`src/hw/rtl/assert_macros.svh`:
```
// ----------------------------------------------------------------------------
// assertion macros
// Shared concurrent assertion helpers, compiled out for synthesis.
// ----------------------------------------------------------------------------
`ifndef ASSERT_MACROS_SVH
`define ASSERT_MACROS_SVH

`ifndef SYNTHESIS

// property must hold at every clock edge outside reset
`define ASSERT_HOLDS(name, clk, rst_n, prop) \
  name: assert property (@(posedge clk) disable iff (!rst_n) prop) \
    else $error("%m: assertion failed");

// condition must never be true outside reset
`define ASSERT_NEVER(name, clk, rst_n, cond) \
  name: assert property (@(posedge clk) disable iff (!rst_n) !(cond)) \
    else $error("%m: forbidden condition seen");

`else

`define ASSERT_HOLDS(name, clk, rst_n, prop)
`define ASSERT_NEVER(name, clk, rst_n, cond)

`endif

`endif

```
`src/hw/rtl/swm_pkg.sv`:
```
`timescale 1ns / 1ps
// ----------------------------------------------------------------------------
// swm_pkg
// Types, widths and helpers shared by the sample window median block.
// ----------------------------------------------------------------------------
package swm_pkg;

  // window geometry
  localparam int WINDOW = 16;
  localparam int DATA_W = 16;
  localparam int RANK_W = 4;
  localparam int OP_W   = 2;
  localparam int IDX_W  = $clog2(WINDOW);
  localparam int CNT_W  = $clog2(WINDOW + 1);

  // operation codes
  typedef enum logic [OP_W-1:0] {
    OP_PUSH   = 2'd0,
    OP_POP    = 2'd1,
    OP_MEDIAN = 2'd2
  } op_e;

  // sequencer states
  typedef enum logic [1:0] {
    ST_IDLE,
    ST_COUNT,
    ST_SELECT,
    ST_HOLD
  } state_e;

  // control broadcast to every cell of the row
  typedef struct packed {
    logic              load;
    logic              shift;
    logic              pick;
    logic [DATA_W-1:0] wr_data;
    logic [CNT_W-1:0]  rank;
  } cell_ctrl_t;

  // ring pointer advance with wrap at the window end
  function automatic logic [IDX_W-1:0] next_idx(input logic [IDX_W-1:0] p);
    logic [IDX_W-1:0] n;
    n = (p == IDX_W'(WINDOW - 1)) ? '0 : p + 1'b1;
    return n;
  endfunction

endpackage

```
`src/hw/rtl/swm_if.sv`:
```
`timescale 1ns / 1ps
// ----------------------------------------------------------------------------
// swm interfaces
// Valid/ready channels for input words, result words and rank writes.
// ----------------------------------------------------------------------------

// input channel
interface swm_in_if import swm_pkg::*; ();
  logic              valid;
  logic              ready;
  logic [OP_W-1:0]   operation;
  logic [DATA_W-1:0] sample;

  modport source (output valid, output operation, output sample, input ready);
  modport sink   (input valid, input operation, input sample, output ready);
endinterface

// result channel
interface swm_out_if import swm_pkg::*; ();
  logic              valid;
  logic              ready;
  logic [DATA_W-1:0] result_value;
  logic              window_full;
  logic              window_empty;
  logic              sample_dropped;

  modport source (output valid, output result_value, output window_full,
                  output window_empty, output sample_dropped, input ready);
  modport sink   (input valid, input result_value, input window_full,
                  input window_empty, input sample_dropped, output ready);
endinterface

// rank register write channel
interface swm_cfg_if import swm_pkg::*; ();
  logic              valid;
  logic              ready;
  logic [RANK_W-1:0] median_rank;

  modport source (output valid, output median_rank, input ready);
  modport sink   (input valid, input median_rank, output ready);
endinterface

```
`src/hw/rtl/sample_window_median_top.sv`:
```
`timescale 1ns / 1ps
// ----------------------------------------------------------------------------
// sample_window_median_top
// Ring window of 16-bit samples with push, pop and k-th smallest queries.
// Push and pop return their word in the cycle after acceptance. A median
// query rotates a copy of every entry once around the row of WINDOW cells,
// each cell counting smaller and equal entries, then steps through the select
// and hold states to the result; one word is in flight at a time. The rank
// register (reset 8, saturated to WINDOW-1) is written through the cfg
// channel; the user must do so only while idle, the block does not enforce it.
// ----------------------------------------------------------------------------
`include "assert_macros.svh"

module sample_window_median_top import swm_pkg::*; (
  input  logic      clk_i,
  input  logic      rst_ni,
  swm_in_if.sink    in_i,
  swm_out_if.source out_o,
  swm_cfg_if.sink   cfg_i
);

  state_e            state_q, state_d;
  logic [IDX_W-1:0]  wp_q, wp_d;
  logic [IDX_W-1:0]  rp_q, rp_d;
  logic              full_q, full_d;
  logic              empty_q, empty_d;
  logic [RANK_W-1:0] rank_q;
  logic [CNT_W-1:0]  cnt_q, cnt_d;
  logic              out_vld_q, out_vld_d;
  logic [DATA_W-1:0] res_q, res_d;
  logic              ofull_q, ofull_d;
  logic              oempty_q, oempty_d;
  logic              odrop_q, odrop_d;

  logic              slot_free;
  logic              in_acc;
  op_e               op;
  cell_ctrl_t        ctrl;
  logic              wr_en;
  logic [DATA_W-1:0] rd_data;
  logic [DATA_W-1:0] median;
  logic [CNT_W-1:0]  rank_eff;

  // handshakes
  assign slot_free   = !out_vld_q || out_o.ready;
  assign in_i.ready  = (state_q == ST_IDLE) && slot_free;
  assign in_acc      = in_i.valid && in_i.ready;
  assign op          = op_e'(in_i.operation);
  assign cfg_i.ready = 1'b1;

  // rank register
  always_ff @(posedge clk_i or negedge rst_ni) begin
    if (!rst_ni) begin
      rank_q <= RANK_W'(8);
    end else if (cfg_i.valid && cfg_i.ready) begin
      rank_q <= cfg_i.median_rank;
    end
  end

  // saturate rank to the window
  assign rank_eff = (32'(rank_q) > 32'(WINDOW - 1)) ? CNT_W'(WINDOW - 1)
                                                    : CNT_W'(rank_q);

  // sequencer next state
  always_comb begin
    state_d = state_q;
    unique case (state_q)
      ST_IDLE: begin
        if (in_acc && op == OP_MEDIAN) state_d = ST_COUNT;
      end
      ST_COUNT: begin
        if (cnt_q == CNT_W'(WINDOW - 1)) state_d = ST_SELECT;
      end
      ST_SELECT: begin
        state_d = ST_HOLD;
      end
      ST_HOLD: begin
        if (slot_free) state_d = ST_IDLE;
      end
      default: state_d = ST_IDLE;
    endcase
  end

  // rotation step counter
  always_comb begin
    cnt_d = cnt_q;
    if (in_acc) begin
      cnt_d = '0;
    end else if (state_q == ST_COUNT) begin
      cnt_d = cnt_q + 1'b1;
    end
  end

  // row control
  always_comb begin
    ctrl.load    = in_acc && (op == OP_MEDIAN);
    ctrl.shift   = (state_q == ST_COUNT);
    ctrl.pick    = (state_q == ST_SELECT);
    ctrl.wr_data = in_i.sample;
    ctrl.rank    = rank_eff;
  end

  assign wr_en = in_acc && (op == OP_PUSH) && !full_q;

  // pointers, flags and result word
  always_comb begin
    wp_d      = wp_q;
    rp_d      = rp_q;
    full_d    = full_q;
    empty_d   = empty_q;
    out_vld_d = out_vld_q && !out_o.ready;
    res_d     = res_q;
    ofull_d   = ofull_q;
    oempty_d  = oempty_q;
    odrop_d   = odrop_q;
    if (in_acc) begin
      res_d   = '0;
      odrop_d = 1'b0;
      unique case (op)
        OP_PUSH: begin
          empty_d = 1'b0;
          if (full_q) begin
            odrop_d = 1'b1;
          end else begin
            wp_d   = next_idx(wp_q);
            full_d = (next_idx(wp_q) == rp_q);
          end
        end
        OP_POP: begin
          full_d = 1'b0;
          if (!empty_q) begin
            res_d   = rd_data;
            rp_d    = next_idx(rp_q);
            empty_d = (next_idx(rp_q) == wp_q);
          end
        end
        OP_MEDIAN: begin
          res_d = res_q;
        end
        default: begin
          res_d = '0;
        end
      endcase
      if (op != OP_MEDIAN) begin
        out_vld_d = 1'b1;
        ofull_d   = full_d;
        oempty_d  = empty_d;
      end
    end else if (state_q == ST_HOLD && slot_free) begin
      out_vld_d = 1'b1;
      res_d     = median;
      ofull_d   = full_q;
      oempty_d  = empty_q;
      odrop_d   = 1'b0;
    end
  end

  // control registers
  always_ff @(posedge clk_i or negedge rst_ni) begin
    if (!rst_ni) begin
      state_q   <= ST_IDLE;
      wp_q      <= '0;
      rp_q      <= '0;
      full_q    <= 1'b0;
      empty_q   <= 1'b1;
      cnt_q     <= '0;
      out_vld_q <= 1'b0;
    end else begin
      state_q   <= state_d;
      wp_q      <= wp_d;
      rp_q      <= rp_d;
      full_q    <= full_d;
      empty_q   <= empty_d;
      cnt_q     <= cnt_d;
      out_vld_q <= out_vld_d;
    end
  end

  // output word register
  always_ff @(posedge clk_i) begin
    res_q    <= res_d;
    ofull_q  <= ofull_d;
    oempty_q <= oempty_d;
    odrop_q  <= odrop_d;
  end

  assign out_o.valid          = out_vld_q;
  assign out_o.result_value   = res_q;
  assign out_o.window_full    = ofull_q;
  assign out_o.window_empty   = oempty_q;
  assign out_o.sample_dropped = odrop_q;

  // window cells
  swm_row u_row (
    .clk_i     (clk_i),
    .rst_ni    (rst_ni),
    .ctrl_i    (ctrl),
    .wr_en_i   (wr_en),
    .wr_idx_i  (wp_q),
    .rd_idx_i  (rp_q),
    .rd_data_o (rd_data),
    .median_o  (median)
  );

  // flag and pointer consistency
  `ASSERT_NEVER(a_full_and_empty, clk_i, rst_ni, full_q && empty_q)
  `ASSERT_HOLDS(a_full_ptr, clk_i, rst_ni, full_q |-> (wp_q == rp_q))
  `ASSERT_HOLDS(a_empty_ptr, clk_i, rst_ni, empty_q |-> (wp_q == rp_q))
  `ASSERT_HOLDS(a_pop_moves, clk_i, rst_ni, (in_acc && op == OP_POP && !empty_q) |=> (rp_q != $past(rp_q)))

endmodule

```
`src/hw/rtl/swm_cell.sv`:
```
`timescale 1ns / 1ps
// ----------------------------------------------------------------------------
// swm_cell
// One window entry with a rotating probe and rank counters for selection.
// ----------------------------------------------------------------------------
module swm_cell import swm_pkg::*; (
  input  logic              clk_i,
  input  logic              rst_ni,
  input  cell_ctrl_t        ctrl_i,
  input  logic              wr_en_i,
  input  logic [DATA_W-1:0] trav_i,
  output logic [DATA_W-1:0] trav_o,
  output logic [DATA_W-1:0] value_o,
  output logic [DATA_W-1:0] pick_o
);

  logic [DATA_W-1:0] value_q, value_d;
  logic [DATA_W-1:0] trav_q, trav_d;
  logic [CNT_W-1:0]  below_q, below_d;
  logic [CNT_W-1:0]  same_q, same_d;
  logic [DATA_W-1:0] pick_q, pick_d;
  logic [CNT_W:0]    upper;
  logic              hit;

  // stored entry, written on push
  always_comb begin
    value_d = wr_en_i ? ctrl_i.wr_data : value_q;
  end

  always_ff @(posedge clk_i or negedge rst_ni) begin
    if (!rst_ni) begin
      value_q <= '0;
    end else begin
      value_q <= value_d;
    end
  end

  // probe rotation and counting of smaller and equal entries
  always_comb begin
    trav_d  = trav_q;
    below_d = below_q;
    same_d  = same_q;
    if (ctrl_i.load) begin
      trav_d  = value_q;
      below_d = '0;
      same_d  = '0;
    end else if (ctrl_i.shift) begin
      trav_d  = trav_i;
      below_d = below_q + CNT_W'(trav_q < value_q);
      same_d  = same_q + CNT_W'(trav_q == value_q);
    end
  end

  // rank window check: below <= k < below + same
  assign upper = {1'b0, below_q} + {1'b0, same_q};
  assign hit   = (below_q <= ctrl_i.rank) && ({1'b0, ctrl_i.rank} < upper);

  always_comb begin
    pick_d = pick_q;
    if (ctrl_i.pick) begin
      pick_d = hit ? value_q : '0;
    end
  end

  always_ff @(posedge clk_i) begin
    trav_q  <= trav_d;
    below_q <= below_d;
    same_q  <= same_d;
    pick_q  <= pick_d;
  end

  assign trav_o  = trav_q;
  assign value_o = value_q;
  assign pick_o  = pick_q;

endmodule

```
`src/hw/rtl/swm_row.sv`:
```
`timescale 1ns / 1ps
// ----------------------------------------------------------------------------
// swm_row
// Ring of window cells with write decode, read mux and selection merge.
// ----------------------------------------------------------------------------
module swm_row import swm_pkg::*; (
  input  logic              clk_i,
  input  logic              rst_ni,
  input  cell_ctrl_t        ctrl_i,
  input  logic              wr_en_i,
  input  logic [IDX_W-1:0]  wr_idx_i,
  input  logic [IDX_W-1:0]  rd_idx_i,
  output logic [DATA_W-1:0] rd_data_o,
  output logic [DATA_W-1:0] median_o
);

  logic [DATA_W-1:0] trav [WINDOW];
  logic [DATA_W-1:0] val  [WINDOW];
  logic [DATA_W-1:0] pick [WINDOW];

  // cells, probe passed from each cell to the next around the ring
  for (genvar i = 0; i < WINDOW; i++) begin : g_cell
    logic we;
    assign we = wr_en_i && (wr_idx_i == IDX_W'(i));

    swm_cell u_cell (
      .clk_i   (clk_i),
      .rst_ni  (rst_ni),
      .ctrl_i  (ctrl_i),
      .wr_en_i (we),
      .trav_i  (trav[(i + WINDOW - 1) % WINDOW]),
      .trav_o  (trav[i]),
      .value_o (val[i]),
      .pick_o  (pick[i])
    );
  end

  // oldest entry read for pop
  assign rd_data_o = val[rd_idx_i];

  // every qualifying cell holds the same value, others hold zero
  always_comb begin
    median_o = '0;
    for (int i = 0; i < WINDOW; i++) begin
      median_o = median_o | pick[i];
    end
  end

endmodule
```
`src/flat_wrapper.sv`:
```
// flat-port wrapper written by rule: the top's interface ports become plain ports
module sample_window_median_top_flat import swm_pkg::*;
  (clk_i, rst_ni, in_i_valid, in_i_operation, in_i_sample, in_i_ready, out_o_valid, out_o_result_value, out_o_window_full, out_o_window_empty, out_o_sample_dropped, out_o_ready, cfg_i_valid, cfg_i_median_rank, cfg_i_ready);
  swm_in_if in_i_i ();
  swm_out_if out_o_i ();
  swm_cfg_if cfg_i_i ();
  input  logic clk_i;
  input  logic rst_ni;
  input wire logic [$bits(in_i_i.valid)-1:0] in_i_valid;
  input wire logic [$bits(in_i_i.operation)-1:0] in_i_operation;
  input wire logic [$bits(in_i_i.sample)-1:0] in_i_sample;
  output wire logic [$bits(in_i_i.ready)-1:0] in_i_ready;
  output wire logic [$bits(out_o_i.valid)-1:0] out_o_valid;
  output wire logic [$bits(out_o_i.result_value)-1:0] out_o_result_value;
  output wire logic [$bits(out_o_i.window_full)-1:0] out_o_window_full;
  output wire logic [$bits(out_o_i.window_empty)-1:0] out_o_window_empty;
  output wire logic [$bits(out_o_i.sample_dropped)-1:0] out_o_sample_dropped;
  input wire logic [$bits(out_o_i.ready)-1:0] out_o_ready;
  input wire logic [$bits(cfg_i_i.valid)-1:0] cfg_i_valid;
  input wire logic [$bits(cfg_i_i.median_rank)-1:0] cfg_i_median_rank;
  output wire logic [$bits(cfg_i_i.ready)-1:0] cfg_i_ready;
  assign in_i_i.valid = in_i_valid;
  assign in_i_i.operation = in_i_operation;
  assign in_i_i.sample = in_i_sample;
  assign in_i_ready = in_i_i.ready;
  assign out_o_valid = out_o_i.valid;
  assign out_o_result_value = out_o_i.result_value;
  assign out_o_window_full = out_o_i.window_full;
  assign out_o_window_empty = out_o_i.window_empty;
  assign out_o_sample_dropped = out_o_i.sample_dropped;
  assign out_o_i.ready = out_o_ready;
  assign cfg_i_i.valid = cfg_i_valid;
  assign cfg_i_i.median_rank = cfg_i_median_rank;
  assign cfg_i_ready = cfg_i_i.ready;
  sample_window_median_top u_core (.clk_i(clk_i), .rst_ni(rst_ni), .in_i(in_i_i), .out_o(out_o_i), .cfg_i(cfg_i_i));
endmodule
```
`config.mk`:
```
export PLATFORM = sky130hd
export DESIGN_NAME = sample_window_median_top_flat
export DESIGN_NICKNAME = d
export VERILOG_FILES = /design/src/hw/rtl/swm_pkg.sv /design/src/hw/rtl/swm_if.sv /design/src/hw/rtl/sample_window_median_top.sv /design/src/hw/rtl/swm_cell.sv /design/src/hw/rtl/swm_row.sv /design/src/flat_wrapper.sv
export VERILOG_INCLUDE_DIRS = /design/src /design/src/hw/rtl
export SDC_FILE = /design/constraint.sdc
export NUM_CORES = 2
export LEC_CHECK = 0
export BUFFER_PORTS_ARGS = -buffer_cell sky130_fd_sc_hd__clkbuf_2
export CELL_PAD_IN_SITES_DETAIL_PLACEMENT = 0
export CELL_PAD_IN_SITES_GLOBAL_PLACEMENT = 2
export CORE_MARGIN = 1
export CORE_UTILIZATION = 30
export CTS_CLUSTER_SIZE = 20
export DETAILED_ROUTE_END_ITERATION = 10
export PLACE_DENSITY_LB_ADDON = 0.1
export SYNTH_ARGS = -nofsm -noshare
export SYNTH_HDL_FRONTEND = slang
export SYNTH_SLANG_ARGS = --single-unit
```
`constraint.sdc`:
```
create_clock -name clk_i -period 8.85 [get_ports clk_i]
set_input_delay 1.3275 -clock clk_i [delete_from_list [all_inputs] [get_ports clk_i]]
set_output_delay 1.3275 -clock clk_i [all_outputs]
set_load 0.02 [all_outputs]
```
=== After elaboration in Yosys (flattened, before gate mapping) ===
Cells that the tools add are included.

* Input port bits: 27
* Bits in registers: 969
* Output and inout bits: 22

* Muxes and demuxes: 64
* Equality and inequality tests: 46
* $add $sub $neg: 51
* Reduce and logical (&&, ||, !) cells: 54
* $lt $le $gt $ge: 49
* Bitwise gates (word level): 18

{| class="wikitable"
|+ Operators with widths
! kind !! number
|-
| two-way mux 16 bit || 37
|-
| equality test 16 bit || 16
|-
| < comparator 16 bit || 16
|-
| OR 16 bit || 15
|-
| adder 5 x 1 -> 5 bit || 32
|-
| adder 5 x 5 -> 6 bit || 16
|-
| < comparator 4 x 6 -> 1 bit || 16
|-
| less-or-equal comparator 5 x 4 -> 1 bit || 16
|-
| binary-select mux 16 bit (select 4 bit) || 1
|-
| logical AND 1 bit || 39
|-
| equality test 4 bit, second input constant || 9
|-
| one-hot mux 16 bit (2 select lines) || 1
|-
| equality test 4 x 3 -> 1 bit, second input constant || 4
|-
| two-way mux 1 bit || 15
|-
| two-way mux 5 bit || 2
|-
| AND reduction 3 bit || 3
|-
| adder 4 x 1 -> 4 bit, second input constant || 2
|-
| equality test 4 x 2 -> 1 bit, second input constant || 2
|-
| equality test 4 bit || 2
|-
| two-way mux 4 bit || 2
|-
| != test 2 bit, second input constant || 4
|-
| one-hot mux 2 bit (4 select lines) || 1
|-
| equality test 2 bit, second input constant || 3
|-
| two-way mux 2 bit || 3
|-
| other kinds (15) || 25
|}

=== Depth between registers and ports, before layout ===
* Depth after elaboration: 17
* Gate-level depth with buffers: 12
* Gate-level depth less buffers: 12

=== Modules after synthesis ===
From an unflattened synthesis, not the netlist that was laid out.

* Cell total of the unflattened synthesis: 4622
* Area, all modules: 54250.8 um^2

{| class="wikitable"
|+ Modules (own cells, without submodules)
! module !! cells each !! area each (um^2) !! instances !! sequential area each (um^2)
|-
| swm_cell at u_core.u_row.g_cell[13].u_cell ... || 265 || 3105.5 || 8 || 1561.5
|-
| swm_cell at u_core.u_row.g_cell[0].u_cell ... || 263 || 3109.2 || 7 || 1561.5
|-
| swm_cell at u_core.u_row.g_cell[8].u_cell || 262 || 3101.7 || 1 || 1561.5
|-
| swm_row || 240 || 2539.9 || 1 || 0.0
|-
| sample_window_median_top || 159 || 2000.7 || 1 || 1123.6
|}

=== Worst setup path after synthesis ===
Ideal clock, no wire load.

* Path kind: input to register
* Start: in out_o_ready
* End: reg u_core.u_row.g_cell[0].u_cell.trav_q[0] (enable)
* Arrival time: 6.128 ns
* Required time: 6.889 ns
* Path slack: 0.761 ns
* Setup time: 1.961 ns
* Path buffers: 1
* Stages on the path: 5
* Cells stage by stage: nor2b_4 > nor2_1 > nand3b_1 > clkbuf_1 > nand2_1

* Cells in the longest elaborated chain, start to end: 5

{| class="wikitable"
|+ RTL lines
! item !! line !! text
|-
| start, declared || flat_wrapper.sv:18 || <nowiki>input wire logic [$bits(out_o_i.ready)-1:0] out_o_ready;</nowiki>
|-
| logical OR 1 bit || sample_window_median_top.sv:45 || <nowiki>assign slot_free = !out_vld_q || out_o.ready;</nowiki>
|-
| logical AND 1 bit || sample_window_median_top.sv:46 || <nowiki>assign in_i.ready = (state_q == ST_IDLE) && slot_free;</nowiki>
|-
| logical AND 1 bit || sample_window_median_top.sv:47 || <nowiki>assign in_acc = in_i.valid && in_i.ready;</nowiki>
|-
| logical AND 1 bit || sample_window_median_top.sv:96 || <nowiki>ctrl.load = in_acc && (op == OP_MEDIAN);</nowiki>
|-
| nonzero test 2 bit (no line) || n/a ||
|-
| end signal, assigned || swm_cell.sv:66 || <nowiki>trav_q <= trav_d;</nowiki>
|-
| end, declared || swm_cell.sv:18 || <nowiki>logic [DATA_W-1:0] trav_q, trav_d;</nowiki>
|}

Every way passes these cells.
A chain may end at the register's enable or synchronous reset.

=== Worst setup path after layout ===
* Start: reg u_core.state_q[0]
* End: reg u_core.u_row.g_cell[13].u_cell.trav_q[13] (enable)

* Cells in the longest elaborated chain, start to end: 5
* Elaborated cells on any way between the ends: 6

{| class="wikitable"
|+ RTL lines
! item !! line !! text
|-
| start, declared || sample_window_median_top.sv:22 || <nowiki>state_e state_q, state_d;</nowiki>
|-
| start signal, assigned || sample_window_median_top.sv:169 || <nowiki>state_q <= state_d;</nowiki>
|-
| zero test 2 bit || sample_window_median_top.sv:46 ||
|-
| logical AND 1 bit || sample_window_median_top.sv:46 ||
|-
| logical AND 1 bit || sample_window_median_top.sv:47 ||
|-
| logical AND 1 bit || sample_window_median_top.sv:96 ||
|-
| nonzero test 2 bit (no line) * || n/a ||
|-
| end signal, assigned || swm_cell.sv:66 ||
|-
| end, declared || swm_cell.sv:18 ||
|}

Mark *: on every way between the ends. The rest lies on a longest branch, timed or not.

==> flow_summary.rst <==
.. list-table::
   :header-rows: 1

   * - Metric
     - Value
   * - Run status
     - completed
   * - Number of global-route vias before repair
     - around 34000
   * - Height of the chip
     - around 420 µm
   * - Required arrival time at the worst endpoint
     - about 9200 ps
   * - 1st-pass router iterations
     - 7
   * - Fill cell count
     - between 15000 and 20000
   * - Total negative slack
     - 0 ps
   * - Post-synth cell types
     - 64
   * - Achievable clock frequency
     - between 200 and 250 MHz
   * - Startpoint types
     - register
   * - Post-cts repair resize count
     - 0
   * - Worst r2r src
     - u_core.state_q[0]$_DFFE_PN0P_
   * - Peak supply drop
     - between 150 and 200 µV
   * - Weighted congestion at the end of routability-driven global placement
     - around 0.79
   * - Final Skew
     - ~27 ps
   * - I/O pin total
     - between 40 and 50
   * - Share of flip-flops with an asynchronous set or reset
     - 0.287
   * - Sequential cell area fraction in the yosys report
     - 0.505
   * - Routed wire length
     - 163000 µm
   * - Number of antenna violations at the first check in global routing
     - 1
   * - Start point of the worst hold path
     - u_core.rank_q[0]$_DFFE_PN0P_
   * - Fraction of layout cells with a size suffix above 1
     - 0.147
   * - Worst Hold Endpoint
     - u_core.rank_q[0]$_DFFE_PN0P_
   * - Final period demand of the worst path
     - 4170 ps
   * - Multi-input combinational cell area
     - 23700 µm²
   * - Max transition margin
     - 0.186
   * - Buffers from clock root to sink, at most
     - 3
   * - Type of the worst setup path
     - reg -> reg
   * - Total of max-cap violations
     - 0
   * - Core Region
     - about 170000 µm²
   * - Ys Warns
     - 0
   * - Wire length of the first global-routing pass
     - about 240000 µm
   * - CTS H-tree depth
     - 3
   * - Count of mapped cells out of synthesis
     - 4358
   * - Clock transition at the registers of the reported paths
     - 60 ps
   * - Clock tree from TritonCTS
     - yes
   * - Horizontal extent of the die
     - approximately 420 µm
   * - Count of antenna-violating nets left after detailed routing
     - 0
   * - Max Slew Vio Count
     - 0
   * - Detailed-route DRC error count
     - 0
   * - Mean cell area of the mapped netlist
     - around 12 µm²
   * - Top FF cell, synth
     - sky130_fd_sc_hd__edfxtp_1
   * - Length of routed wiring on met1
     - between 70000 and 80000 µm
   * - Share of the clock period used by the worst path after layout
     - 0.472
   * - Cell leakage power
     - ~24 nW
   * - RR Endpoint
     - u_core.u_row.g_cell[13].u_cell.trav_o[13]$_DFFE_PP_
   * - Clock Latency Late Sink
     - 750 ps
   * - Number of enable flip-flop cells after synthesis
     - roughly 530
   * - Number of nets in the layout
     - 4960
   * - I/O Buffers
     - 47
   * - RSZ-0062 raised after global routing
     - no
   * - Commonest non-fill, non-tap cells in the layout
     - sky130_fd_sc_hd__edfxtp_1 (531), sky130_fd_sc_hd__ha_1 (521), sky130_fd_sc_hd__nand2_1 (325), sky130_fd_sc_hd__o21ai_0 (304), sky130_fd_sc_hd__inv_1 (296)
   * - Buffers inserted during post-CTS setup optimization
     - 0
   * - Sinks on the clock net
     - 969
   * - Post-synthesis instance area
     - 51700 µm²
   * - Global router's overall resource usage
     - 0.188
   * - Leading cell type in the layout, fill and taps excluded
     - sky130_fd_sc_hd__edfxtp_1
   * - Met3 wire length
     - 4210 µm
   * - Highest metal used
     - met4
   * - Storage cell area
     - approximately 26000 µm²
   * - Hold Violations, Final
     - 0
   * - Routed len/inst
     - between 20 and 25 µm
   * - Setup-violating endpoint count in the final report
     - 0
   * - Initial cell density of the core
     - 0.304
   * - Net count of the mapped netlist
     - 4924
   * - Met2 WL post-DR
     - 76000 µm
   * - Crit path launch
     - u_core.state_q[0]$_DFFE_PN0P_
   * - Vias
     - roughly 33000
   * - Placement Rows
     - between 150 and 200
   * - Data arrival time at the worst-slack endpoint
     - 4530 ps
   * - Number of hold buffers added after CTS
     - 0
   * - Nature of the critical path endpoint
     - register
   * - Final HPWL DP
     - roughly 120000 µm
   * - Number of flip-flops and latches in the synthesized netlist
     - 969
   * - Power per unit of standard cell area
     - roughly 360 nW/µm²
   * - Die area
     - ~170000 µm²
   * - Setup slack of the worst register-to-register path
     - between 4000 and 5000 ps
   * - Worst hold path stage count
     - 1
   * - FF-to-FF path depth
     - 9
   * - Clock buffers created by TritonCTS
     - 117
   * - Root buf cell
     - sky130_fd_sc_hd__clkbuf_16
   * - Number of vias per cell
     - between 4 and 5
   * - CP Max Fanout
     - between 200 and 250
   * - Largest net degree at the start of global routing
     - approximately 260
   * - Residual overflow from global routing
     - 0
   * - Growth of design area from synthesis to finish
     - 12.8%
   * - Hold slack
     - about 510 ps
   * - Worst min-delay path class
     - reg -> reg
   * - Number of design-rule violations left by the first detailed-router iteration
     - just under 2000
   * - Transition time of the tightest slew-check pin
     - roughly 1200 ps
stage by stage:
step                cells  setup WS [ps]  utilization  cell area, µm²  total power (W)
floorplan            4358            761            -           51700           0.0131
global placement     6570           4090        0.320           54400           0.0163
detailed placement   6570           4090        0.320           54400           0.0163
CTS                  6793           4630        0.342           58300           0.0214
global route         6793           4390        0.342           58300           0.0225
finish               6796           4680        0.342           58300           0.0209
metal layers:
metal,up-vias,track usage
met5,-,0
met4,0,0.0425
met3,175,0.0216
met2,409,0.307
met1,16600,0.266
li1,16000,-
power breakdown:
group / switching, W / internal, W
clock network: 0.00205 / 0.00283
registers: 0.00136 / 0.00682
logic: 0.00490 / 0.00294
total: 0.00830 / 0.0126
cells in the mapped netlist (10+ instances only):
library cell	number	area (µm²)
sky130_fd_sc_hd__a2111oi_0	17	149
sky130_fd_sc_hd__a211oi_1	48	360
sky130_fd_sc_hd__a21o_1	59	443
sky130_fd_sc_hd__a21oi_1	119	596
sky130_fd_sc_hd__a221oi_1	19	166
sky130_fd_sc_hd__a311oi_2	16	240
sky130_fd_sc_hd__a41oi_1	16	140
sky130_fd_sc_hd__and2_1	261	1630
sky130_fd_sc_hd__and3_1	13	81.3
sky130_fd_sc_hd__and4_1	17	149
sky130_fd_sc_hd__buf_2	48	240
sky130_fd_sc_hd__buf_6	14	158
sky130_fd_sc_hd__clkbuf_1	97	364
sky130_fd_sc_hd__dfrtp_1	276	6910
sky130_fd_sc_hd__dfxtp_1	160	3200
sky130_fd_sc_hd__edfxtp_1	531	15900
sky130_fd_sc_hd__fa_1	16	320
sky130_fd_sc_hd__ha_1	523	6540
sky130_fd_sc_hd__inv_1	299	1120
sky130_fd_sc_hd__mux2_2	274	3090
sky130_fd_sc_hd__mux2i_1	83	831
sky130_fd_sc_hd__mux4_2	64	1440
sky130_fd_sc_hd__nand2_1	326	1220
sky130_fd_sc_hd__nand2b_1	18	113
sky130_fd_sc_hd__nand3_1	32	160
sky130_fd_sc_hd__nand4_1	119	744
sky130_fd_sc_hd__nor2_1	203	762
sky130_fd_sc_hd__nor2b_1	39	244
sky130_fd_sc_hd__nor3_1	10	50.1
sky130_fd_sc_hd__nor4_1	72	450
sky130_fd_sc_hd__o211ai_1	32	240
sky130_fd_sc_hd__o21ai_0	304	1520
sky130_fd_sc_hd__o21bai_1	16	120
sky130_fd_sc_hd__xnor2_1	24	210
sky130_fd_sc_hd__xor2_1	117	1020
sequential cells by signal, summed over array words and instances (netlist names), 5 cells and up:
signal and flops:
u_core.u_row.g_cell.u_cell.same_q 80, u_core.u_row.g_cell.u_cell.below_q 80, u_core.u_row.g_cell.u_cell.value_o 256, u_core.u_row.g_cell.u_cell.pick_o 256
u_core.cnt_q 5, u_core.u_row.g_cell.u_cell.trav_o 256, u_core.out_o.result_value 16
how the worst max path moves through the flow:
stage / end / cells after the start
floorplan: u_core.u_row.g_cell[0].u_cell.trav_o[0]$_DFFE_PP_ / 5
global placement: u_core.u_row.g_cell[12].u_cell.trav_o[11]$_DFFE_PP_ / 8
detailed placement: u_core.u_row.g_cell[12].u_cell.trav_o[8]$_DFFE_PP_ / 8
CTS: u_core.u_row.g_cell[11].u_cell.trav_o[8]$_DFFE_PP_ / 9
global route: u_core.u_row.g_cell[12].u_cell.trav_o[11]$_DFFE_PP_ / 9
finish: u_core.u_row.g_cell[13].u_cell.trav_o[13]$_DFFE_PP_ / 9
layout make-up:
| type | count | area share |
|---|---|---|
| Sequential cell | 969 | 0.448 |
| Multi-Input combinational cell | 2914 | 0.406 |
| Clock buffer | 174 | 0.0586 |
| Tap cell | 2295 | 0.0493 |
| Inverter | 299 | 0.0193 |
| Timing Repair Buffer | 93 | 0.0114 |
| Clock inverter | 49 | 0.00734 |
| Antenna cell | 3 | 0.000129 |
kinds of logic (layout without fill, tap and decap cells):
logic type      Yosys count  in the layout  synth area share
compound gates          670            670            0.0810
xor+xnor                141            141            0.0239
fa+ha+maj               539            539             0.133
buf+inv                 475            615            0.0384
flops                   969            969             0.505
mux                     422            422             0.104
other cells               1              4         0.0000726
simple gates           1141           1141             0.115
worst max-delay path, stage by stage, from the launching register on:
cell,delay [ps]
sky130_fd_sc_hd__dfrtp_1,430
sky130_fd_sc_hd__inv_1,140
sky130_fd_sc_hd__ha_1,270
sky130_fd_sc_hd__nand2_1,160
sky130_fd_sc_hd__nor2_2,110
sky130_fd_sc_hd__buf_4,340
sky130_fd_sc_hd__nand3b_1,180
sky130_fd_sc_hd__buf_12,290
sky130_fd_sc_hd__nand2_4,820
sky130_fd_sc_hd__buf_12,650
Note: power is estimated with default switching activity, not from simulation.
